## config.mk

```make
export PLATFORM = sky130hd
export DESIGN_NAME = second_timer_table_unit
export DESIGN_NICKNAME = d
export VERILOG_FILES = /design/src/rtl/core/stt_pkg.sv /design/src/rtl/core/second_timer_table_unit.sv
export VERILOG_INCLUDE_DIRS = /design/src /design/src/rtl/core
export SDC_FILE = /design/constraint.sdc
export NUM_CORES = 1
export LEC_CHECK = 0
export BUFFER_PORTS_ARGS = -buffer_cell sky130_fd_sc_hd__buf_4
export CAP_MARGIN = 30
export CORE_MARGIN = 4
export CORE_UTILIZATION = 37
export CTS_BUF_LIST = sky130_fd_sc_hd__clkbuf_2 sky130_fd_sc_hd__clkbuf_4 sky130_fd_sc_hd__clkbuf_8
export CTS_CLUSTER_DIAMETER = 80
export DETAILED_ROUTE_END_ITERATION = 10
export PLACE_DENSITY = 0.6
export SLEW_MARGIN = 20
export SYNTH_ARGS = -nofsm -noshare
export SYNTH_HDL_FRONTEND = slang
export SYNTH_SLANG_ARGS = --single-unit
```

## constraint.sdc

```tcl
create_clock -name clk -period 7.7 [get_ports clk]
set_clock_uncertainty 0.05 [all_clocks]
set_input_delay 1.54 -clock clk [delete_from_list [all_inputs] [get_ports clk]]
set_output_delay 1.54 -clock clk [all_outputs]
set_load 0.03 [all_outputs]
```

## src/rtl/core/assert_macros.svh

```systemverilog
// Assertion macros shared by the timer table RTL.
`ifndef ASSERT_MACROS_SVH
`define ASSERT_MACROS_SVH

// Clocked assertion, disabled while the active-low reset is asserted.
`define ASSERT_CLK(lbl, clk, rst_n, prop, msg) \
  lbl: assert property (@(posedge clk) disable iff (!rst_n) prop) else $error(msg);

// Clocked assertion that also holds during reset.
`define ASSERT_ALWAYS(lbl, clk, prop, msg) \
  lbl: assert property (@(posedge clk) prop) else $error(msg);

`endif

```

## src/rtl/core/stt_pkg.sv

```systemverilog
// Package for the second timer table: commands, field widths, defaults.
package stt_pkg;

  localparam int unsigned TIMER_COUNT_DEF = 16;

  localparam int unsigned CMD_W   = 2;
  localparam int unsigned ID_W    = 4;
  localparam int unsigned DELAY_W = 16;
  localparam int unsigned SEC_W   = 32;

  localparam int unsigned IN_DATA_W  = 24;
  localparam int unsigned OUT_DATA_W = 8;

  localparam logic [CMD_W-1:0] CMD_TICK    = 2'd0;
  localparam logic [CMD_W-1:0] CMD_CREATE  = 2'd1;
  localparam logic [CMD_W-1:0] CMD_ARM     = 2'd2;
  localparam logic [CMD_W-1:0] CMD_DESTROY = 2'd3;

  localparam logic STATUS_OK      = 1'b0;
  localparam logic STATUS_IGNORED = 1'b1;

endpackage

```

## src/rtl/core/second_timer_table_unit.sv

```systemverilog
// Second timer table: one-shot timers with a one-second tick and a sequential scan.
//
//  channel | dir | tvalid/tready | tuser          | tdata
//  in_     | in  | handshake     | command [1:0]  | timer_id [3:0], delay_seconds [19:4]
//  out_    | out | handshake     | fired [0]      | expired_id [3:0], status [4]; tlast=last
//
// Create, arm and destroy pass from accept to the flush state, which registers
// their result once the output register is free and makes the input ready again.
// A tick scans every entry before the flush state registers its final result: the scan
// reads one expiry word per cycle from the expiry memory, unless stalled, and compares
// it against the second counter; the flush state then makes the input ready again.
// Reset clears the second counter, the active bits and all handshake state.
// A full output register stalls the scan only when a second match is waiting.
`include "assert_macros.svh"

module second_timer_table_unit
  import stt_pkg::*;
#(
  parameter int unsigned TIMER_COUNT = TIMER_COUNT_DEF
) (
  input  logic                  clk,
  input  logic                  rst_n,
  input  logic                  in_tvalid,
  output logic                  in_tready,
  input  logic [IN_DATA_W-1:0]  in_tdata,   // timer_id [3:0], delay_seconds [19:4]
  input  logic [CMD_W-1:0]      in_tuser,   // command [1:0]
  output logic                  out_tvalid,
  input  logic                  out_tready,
  output logic [OUT_DATA_W-1:0] out_tdata,  // expired_id [3:0], status [4]
  output logic                  out_tuser,  // fired [0]
  output logic                  out_tlast
);

  localparam int unsigned AW = (TIMER_COUNT > 1) ? $clog2(TIMER_COUNT) : 1;
  localparam int unsigned CW = $clog2(TIMER_COUNT + 1);

  localparam logic [1:0] ST_IDLE  = 2'd0;
  localparam logic [1:0] ST_SCAN  = 2'd1;
  localparam logic [1:0] ST_FLUSH = 2'd2;

  logic [1:0]             state_r, state_nxt;
  logic [SEC_W-1:0]       now_r;
  logic [TIMER_COUNT-1:0] active_r;
  logic [SEC_W-1:0]       expiry_mem [TIMER_COUNT];

  logic [CW-1:0]          idx_r;       // next entry to read
  logic                   cmp_v_r;     // compare stage holds a read word
  logic [AW-1:0]          cmp_id_r;
  logic [SEC_W-1:0]       rd_r;
  logic                   pend_v_r;    // a match waiting for its last flag
  logic [AW-1:0]          pend_id_r;
  logic                   status_r;

  logic                   out_v_r;
  logic                   out_fired_r;
  logic [ID_W-1:0]        out_id_r;
  logic                   out_status_r;
  logic                   out_last_r;

  logic [ID_W-1:0]        in_timer_id;
  logic [DELAY_W-1:0]     in_delay;
  logic [AW-1:0]          tid;
  logic                   in_acc;
  logic                   id_ok;
  logic                   out_free;
  logic                   issue_done;
  logic                   match;
  logic                   stall;
  logic                   advance;
  logic                   emit_mid;
  logic                   emit_last;

  assign in_timer_id = in_tdata[ID_W-1:0];
  assign in_delay    = in_tdata[ID_W +: DELAY_W];
  assign tid         = AW'(in_timer_id);
  assign in_tready   = (state_r == ST_IDLE);
  assign in_acc      = in_tvalid && in_tready;
  assign id_ok       = ({{(SEC_W-ID_W){1'b0}}, in_timer_id} < SEC_W'(TIMER_COUNT));
  assign out_free    = !out_v_r || out_tready;
  assign issue_done  = (idx_r == CW'(TIMER_COUNT));
  assign match       = cmp_v_r && active_r[cmp_id_r] && (rd_r == now_r);
  // a second match must push the held one out, which needs a free output slot
  assign stall       = match && pend_v_r && !out_free;
  assign advance     = (state_r == ST_SCAN) && !stall;
  assign emit_mid    = advance && match && pend_v_r;
  assign emit_last   = (state_r == ST_FLUSH) && out_free;

  always_comb begin
    state_nxt = state_r;
    unique case (state_r)
      ST_IDLE: begin
        if (in_acc) begin
          state_nxt = (in_tuser == CMD_TICK) ? ST_SCAN : ST_FLUSH;
        end
      end
      ST_SCAN: begin
        if (issue_done && !cmp_v_r) begin
          state_nxt = ST_FLUSH;
        end
      end
      ST_FLUSH: begin
        if (out_free) begin
          state_nxt = ST_IDLE;
        end
      end
      default: state_nxt = ST_IDLE;
    endcase
  end

  // expiry memory: write on create/arm, registered read during the scan
  always_ff @(posedge clk) begin
    if (in_acc && id_ok) begin
      if (in_tuser == CMD_CREATE) begin
        expiry_mem[tid] <= now_r;
      end else if (in_tuser == CMD_ARM && active_r[tid]) begin
        expiry_mem[tid] <= now_r + {{(SEC_W-DELAY_W){1'b0}}, in_delay};
      end
    end
    if (advance && !issue_done) begin
      rd_r <= expiry_mem[idx_r[AW-1:0]];
    end
  end

  always_ff @(posedge clk) begin
    if (!rst_n) begin
      state_r  <= ST_IDLE;
      now_r    <= '0;
      active_r <= '0;
      idx_r    <= '0;
      cmp_v_r  <= 1'b0;
      pend_v_r <= 1'b0;
      out_v_r  <= 1'b0;
    end else begin
      state_r <= state_nxt;
      if (emit_mid || emit_last) begin
        out_v_r <= 1'b1;
      end else if (out_tready) begin
        out_v_r <= 1'b0;
      end

      if (in_acc) begin
        if (in_tuser == CMD_TICK) begin
          now_r <= now_r + 1'b1;
          idx_r <= '0;
          cmp_v_r <= 1'b0;
        end else if (id_ok) begin
          if (in_tuser == CMD_CREATE) begin
            active_r[tid] <= 1'b1;
          end else if (in_tuser == CMD_DESTROY) begin
            active_r[tid] <= 1'b0;
          end
        end
      end

      if (advance) begin
        if (match) begin
          if (pend_v_r) begin
            out_fired_r  <= 1'b1;
            out_id_r     <= ID_W'(pend_id_r);
            out_status_r <= STATUS_OK;
            out_last_r   <= 1'b0;
          end
          pend_v_r  <= 1'b1;
          pend_id_r <= cmp_id_r;
        end
        if (!issue_done) begin
          cmp_v_r  <= 1'b1;
          cmp_id_r <= idx_r[AW-1:0];
          idx_r    <= idx_r + 1'b1;
        end else begin
          cmp_v_r <= 1'b0;
        end
      end

      if (emit_last) begin
        out_fired_r  <= pend_v_r;
        out_id_r     <= pend_v_r ? ID_W'(pend_id_r) : '0;
        out_status_r <= status_r;
        out_last_r   <= 1'b1;
        pend_v_r     <= 1'b0;
      end
    end
  end

  // result status of the accepted command; a tick always reports accepted
  always_ff @(posedge clk) begin
    if (in_acc) begin
      if (in_tuser == CMD_TICK || (id_ok && in_tuser == CMD_CREATE)) begin
        status_r <= STATUS_OK;
      end else if (id_ok && active_r[tid]) begin
        status_r <= STATUS_OK;
      end else begin
        status_r <= STATUS_IGNORED;
      end
    end
  end

  assign out_tvalid = out_v_r;
  assign out_tuser  = out_fired_r;
  assign out_tdata  = {{(OUT_DATA_W-ID_W-1){1'b0}}, out_status_r, out_id_r};
  assign out_tlast  = out_last_r;

  `ASSERT_CLK(a_tick_advances, clk, rst_n,
    in_acc && in_tuser == CMD_TICK |=> now_r == $past(now_r) + 1'b1,
    "tick did not advance the second counter")
  `ASSERT_CLK(a_stall_holds_scan, clk, rst_n,
    state_r == ST_SCAN && stall |=> $stable(idx_r) && $stable(pend_id_r),
    "scan moved while stalled")
  `ASSERT_CLK(a_pend_only_busy, clk, rst_n,
    pend_v_r |-> state_r != ST_IDLE,
    "held match left behind after the scan")
  `ASSERT_CLK(a_flush_emits_last, clk, rst_n,
    state_r == ST_FLUSH && out_free |=> out_tvalid && out_tlast,
    "final result of an item not marked last")

endmodule

```

==> Word-level counts from Yosys, hierarchy flattened <==
Memory sizes are Yosys's and may differ from the RTL's. A register that Yosys moved wholly into a read port is not among the register bits.
Cells that the tools add are included.
{ "classes": {"addsub": 3, "multipliers": 0, "div_mod_pow": 0, "magnitude_cmp": 3, "n_eq_ne": 10, "shifts": 0, "muxes": 45, "bitwise_logic": 7, "n_reduce_logical": 39} }
{ "ops": {"columns": ["op", "n"], "rows": [
  ["adder 32 x 1 -> 32 bit, second input constant", 1],
  ["adder 32 x 16 -> 32 bit", 1],
  ["== test 32 bit", 1],
  ["2-to-1 mux 16 bit", 2],
  ["2-to-1 mux 32 bit", 1],
  ["2-to-1 mux 1 bit", 25],
  ["2-to-1 mux 4 bit", 5],
  ["2-to-1 mux 5 bit", 4],
  ["bitwise AND 16 bit", 1],
  ["NOT 16 bit", 1],
  ["OR 16 bit", 1],
  ["nonzero test 2 bit", 7],
  ["logical AND 1 bit", 13],
  ["AND reduction 3 bit", 4],
  ["< comparator 4 x 5 -> 1 bit, second input constant", 2],
  ["binary-select mux 1 bit (select 4 bit)", 2],
  ["2-to-1 mux 2 bit", 4],
  ["== test 2 bit, second input constant", 3],
  ["case mux 2 bit (3 select lines)", 1],
  ["AND reduction 2 bit", 3],
  ["adder 5 x 1 -> 5 bit, second input constant", 1],
  ["== test 5 bit, second input constant", 1],
  ["zero test 1 bit", 5],
  ["demux 1 bit (select 4 bit)", 1],
  ["other kinds (10)", 17]
]} }
{ "word_totals": {"reg_bits": 74, "latchBits": 0, "ramBits": 512, "romBits": 0, "in_bits": 30, "wordCells": 122, "n_memories": 1} }
{ "mem_list": {"columns": ["name", "depth", "word_bits", "rd", "rd_ports_with_merged_regs", "wr", "line", "text"], "rows": [
  ["expiry_mem", 16, 32, 1, 1, 1, "second_timer_table_unit.sv:44", "logic [SEC_W-1:0] expiry_mem [TIMER_COUNT];"]
]} }

==> Depth between registers and ports, before layout <==
{ "logic_depth": {"depth_word": 12, "ltp_mapped": 10} }

==> Worst setup path after synthesis <==
OpenSTA, ideal clock, no wires.
{ "synth_timing": {"path_kind": "input-to-reg", "start": "input port in_tdata[1]", "end": "memory expiry_mem[12][0], enable pin", "setup_ps": 461, "arrival_time_ps": 5167, "required_ps": 7189, "path_slack_ps": 2021, "stages": 9, "n_path_buf": 2, "path_cell_list": "clkbuf_1 > mux4_2 > mux2i_1 > mux2i_1 > nand4b_1 > clkbuf_1 > o21ai_0 > nand2_1 > nor3_1"} }
{ "synth_via": {"elab_chain_len": 8} }
{ "synth_rtl": {"columns": ["element", "line", "text"], "rows": [
  ["start: declaration", "second_timer_table_unit.sv:25", "input logic [IN_DATA_W-1:0] in_tdata,"],
  ["binary-select mux 1 bit (select 4 bit)", "second_timer_table_unit.sv:115", "end else if (in_tuser == CMD_ARM && active_r[tid]) begin"],
  ["2-to-1 mux 1 bit (not written as such)", "second_timer_table_unit.sv:115", null],
  ["logical AND 1 bit", "second_timer_table_unit.sv:115", null],
  ["2-to-1 mux 1 bit", "second_timer_table_unit.sv:115", null],
  ["2-to-1 mux 1 bit", "second_timer_table_unit.sv:113", "if (in_tuser == CMD_CREATE) begin"],
  ["2-to-1 mux 1 bit", "second_timer_table_unit.sv:112", "if (in_acc && id_ok) begin"],
  ["2-to-1 mux 1 bit (not written as such)", "second_timer_table_unit.sv:116", "expiry_mem[tid] <= now_r + {{(SEC_W-DELAY_W){1'b0}}, in_delay};"],
  ["OR 1 bit (no line)", null, null],
  ["end: declaration", "second_timer_table_unit.sv:44", null]
]} }
Several ways; a longest one is shown, not always the timed one. The select of a mux whose other input is x is not followed.

==> Worst setup path after layout <==
{ "layout_timing": {"start": "input port in_tdata[4]", "end": "memory expiry_mem[9][30] (data pin)"} }
{ "layout_via": {"elab_chain_len": 2} }
{ "layout_rtl": {"columns": ["element", "line"], "rows": [
  ["adder 32 x 16 -> 32 bit", "second_timer_table_unit.sv:116"],
  ["2-to-1 mux 32 bit (no line)", null]
]} }
No other way between the ends.

==> reports/metrics.yaml <==
critical_path:
  endpoint_kind: "flop"
  crit_arrival_ns: 5.33
  critical_path_class: "input port to flop"
  worstPathMaxFanout: 16
  critPathRequiredTime_ns: 8.03
  cp-start-kind: "input port"
timing:
  worst_slack_ns: 2.70
  tightest_slew_ns: 0.911
  slew_viol_final: 0
  relSlewSlack: 0.389
  finalCritPeriodShare: 0.649
  min_period_ns: 5.00
  setup_viol: 0
  rsz0062_at_grt: "no"
  fin_setup_tns_ns: 0
  hold_violations: 0
  max_freq_mhz: 200
final_layout:
  nets: 1502
  fin_cells: 2408
  layout-drive-gt1-share: 0.289
  final_cell_area_mm2: 0.0289
  syn_to_final_growth_pct: 14.8
cts:
  htree_levels: 3
  post-cts-setup-buffer-count: 0
  cts_tree: "built"
  clk_pin_slew_ns: 0.06
  cts_hold_buf: 0
  clockRootBuffer: "clkbuf_8"
  clock_latency_ns: 0.70
  cts_resized: 0
  cts_buffers: 100
  clockBufferDepth: 3
  cts.sinks: 618
logic_synthesis:
  seq_area_frac_synth: 0.715
  ys_warn_count: 0
  netlist_top_cells_area: "edfxtp_1 67%, mux4_2 15%, dfxtp_1 4.6%"
  synth_edf_count: 560
  ys_seq_elements: 618
  syn_avg_cell_area_um2: 18.9
  synth_cell_type_count: 60
  yosysTopAreaCell: "edfxtp_1"
  ys.flop_type: "edfxtp_1"
  synth_area_mm2: 0.0251
  syn_inst: 1331
  async_reset_ff_frac: 0
  synth_top_area_share: 0.669
power:
  irDropWorstVdd_mv: 0.0918
  leakage_nw: 9.23
  powerDensity_mw_per_mm2: 229
placement:
  gp_congestion: 0.785
  dp_hpwl_mm: 31.9
  dpl.cell_count: 2211
  place_ws_ns: 1.81
  dpl-instance-area_mm2: 0.0267
  io_buffer_count: 34
min_path:
  hp-class: "flop to flop"
drt:
  via_count: 13135
  drt_iter0_drc: 1180
  vias_per_cell: 5.45
  routed_wl_mm: 58.5
  ant_nets: 0
  dr.pass1.iters: 6
  wl_per_cell_um: 24.3
  drt_drc_violations_left: 0
global_routing:
  first_global_vias: 13375
  antenna_found_initial: 2
  grt_pass1_wl_mm: 86.9
  globalRouteTotalUtil: 0.164
  grt_max_degree: 96
  gr-total-overflow: 0
floorplanning:
  rows: 95
  die_x_um: 269
  ios: 42
  die_h_um: 269
  start_util: 0.374
  core_mm2: 0.0673
  die_area_mm2: 0.0722
flow_run:
  maxCapViolCount: 0
run_status:
  status: "completed"
-- cell families (layout without fill, tap and decap cells) --
kind of cell	Yosys count	in the layout	synth area share
XOR/XNOR	83	83	0.0289
adder cells (fa/ha/maj)	20	20	0.0102
flip-flops	618	618	0.715
multiplexers	176	176	0.155
other	1	6	0.000149
AND/OR/NAND/NOR	234	234	0.0473
buffers and inverters	84	283	0.0133
AO/OA/AOI/OAI	115	115	0.0304
-- layout by cell type, fill, tap and decap left out, types with 5 or more instances in the layout --
cell type and n:
edfxtp_1 560, mux4_2 165, clkbuf_8 104, buf_4 77
dfxtp_1 54, nand2_1 52, xnor2_1 45, nor2_1 45
clkbuf_4 37, a21oi_1 35, xor2_1 32, clkinv_1 30
o21ai_0 23, nand3_1 22, ha_1 19, nand4_1 16
nor3_1 16, a311oi_1 16, nor2_4 12, inv_1 10
and2_1 10, nor2b_1 9, and3_1 9, nand2b_1 9
clkinv_2 9, o21a_1 6, xor2_2 6, and4_1 5
a211oi_1 5, mux2i_1 5, or3_1 5
-- layer usage --
metal  global-route usage  part of all wire
met5                    0                 0
met4               0.0494             0.023
met3               0.0367             0.072
met2                0.256              0.47
met1                0.234              0.44
-- sequential cells by signal (all words and copies together) (netlist names), 2 cells and up, named ones only --
name	count
rd_r	32
state_r	2
cmp_id_r	4
expiry_mem	512
out_id_r	4
idx_r	5
pend_id_r	4
now_r	32
-- cells in the mapped netlist (10+ instances only) --
master and n:
nor2_1 57, buf_1 18, nand3_1 22, o21ai_0 24
and2_1 10, a21oi_1 35, xor2_1 38, xnor2_1 45
inv_1 11, nor3_1 20, edfxtp_1 560, dfxtp_1 58
nand2_1 52, mux4_2 165, clkbuf_1 48, a311oi_1 16
nand4_1 16, ha_1 19
-- power breakdown --
part           switching (mW)  internal (mW)  total (mW)
Combinational          0.0884         0.0564       0.145
Sequential             0.0139           3.63        3.64
Clock                    1.27           1.54        2.81
Total                    1.38           5.22        6.60
-- path summary, 6_finish.rpt --
check,from,end,slack (ns),cells past startpoint
max,in_tdata[4],expiry_mem[9][30],2.70,11
min,cmp_id_r[3],pend_id_r[3],0.43,0
max reg2reg,now_r[0],expiry_mem[9][30],3.17,10
min reg2reg,cmp_id_r[3],pend_id_r[3],0.43,0
-- layout make-up --
class,instances,area [um2]
fill,5884,38400
sequential,618,18000
multi-input combinational,631,7010
clock buffer,136,1670
tap,873,1090
timing repair buffer,89,748
clock inverter,46,313
inverter,12,45.0
antenna,3,7.51
-- critical path, cell delays in order --
cell       delay (ns)
buf_4            0.11
ha_1             0.22
inv_1            0.07
fa_1             0.40
nor2b_1          0.17
o31a_1           0.18
o21ai_0          0.20
a211oi_1         0.67
o31ai_2          0.33
a2111oi_0        0.88
xor2_2           0.54
-- per-stage QoR --
stage	util	power [mW]	hold WS, ns
6_report	0.429	6.60	0.429
5_1_grt	0.429	6.84	0.448
4_1_cts	0.427	6.67	0.431
3_5_place_dp	0.397	3.86	0.416
3_3_place_gp	0.396	3.86	0.410
2_1_floorplan	-	3.80	0.379
(Power assumes the default switching activity.)
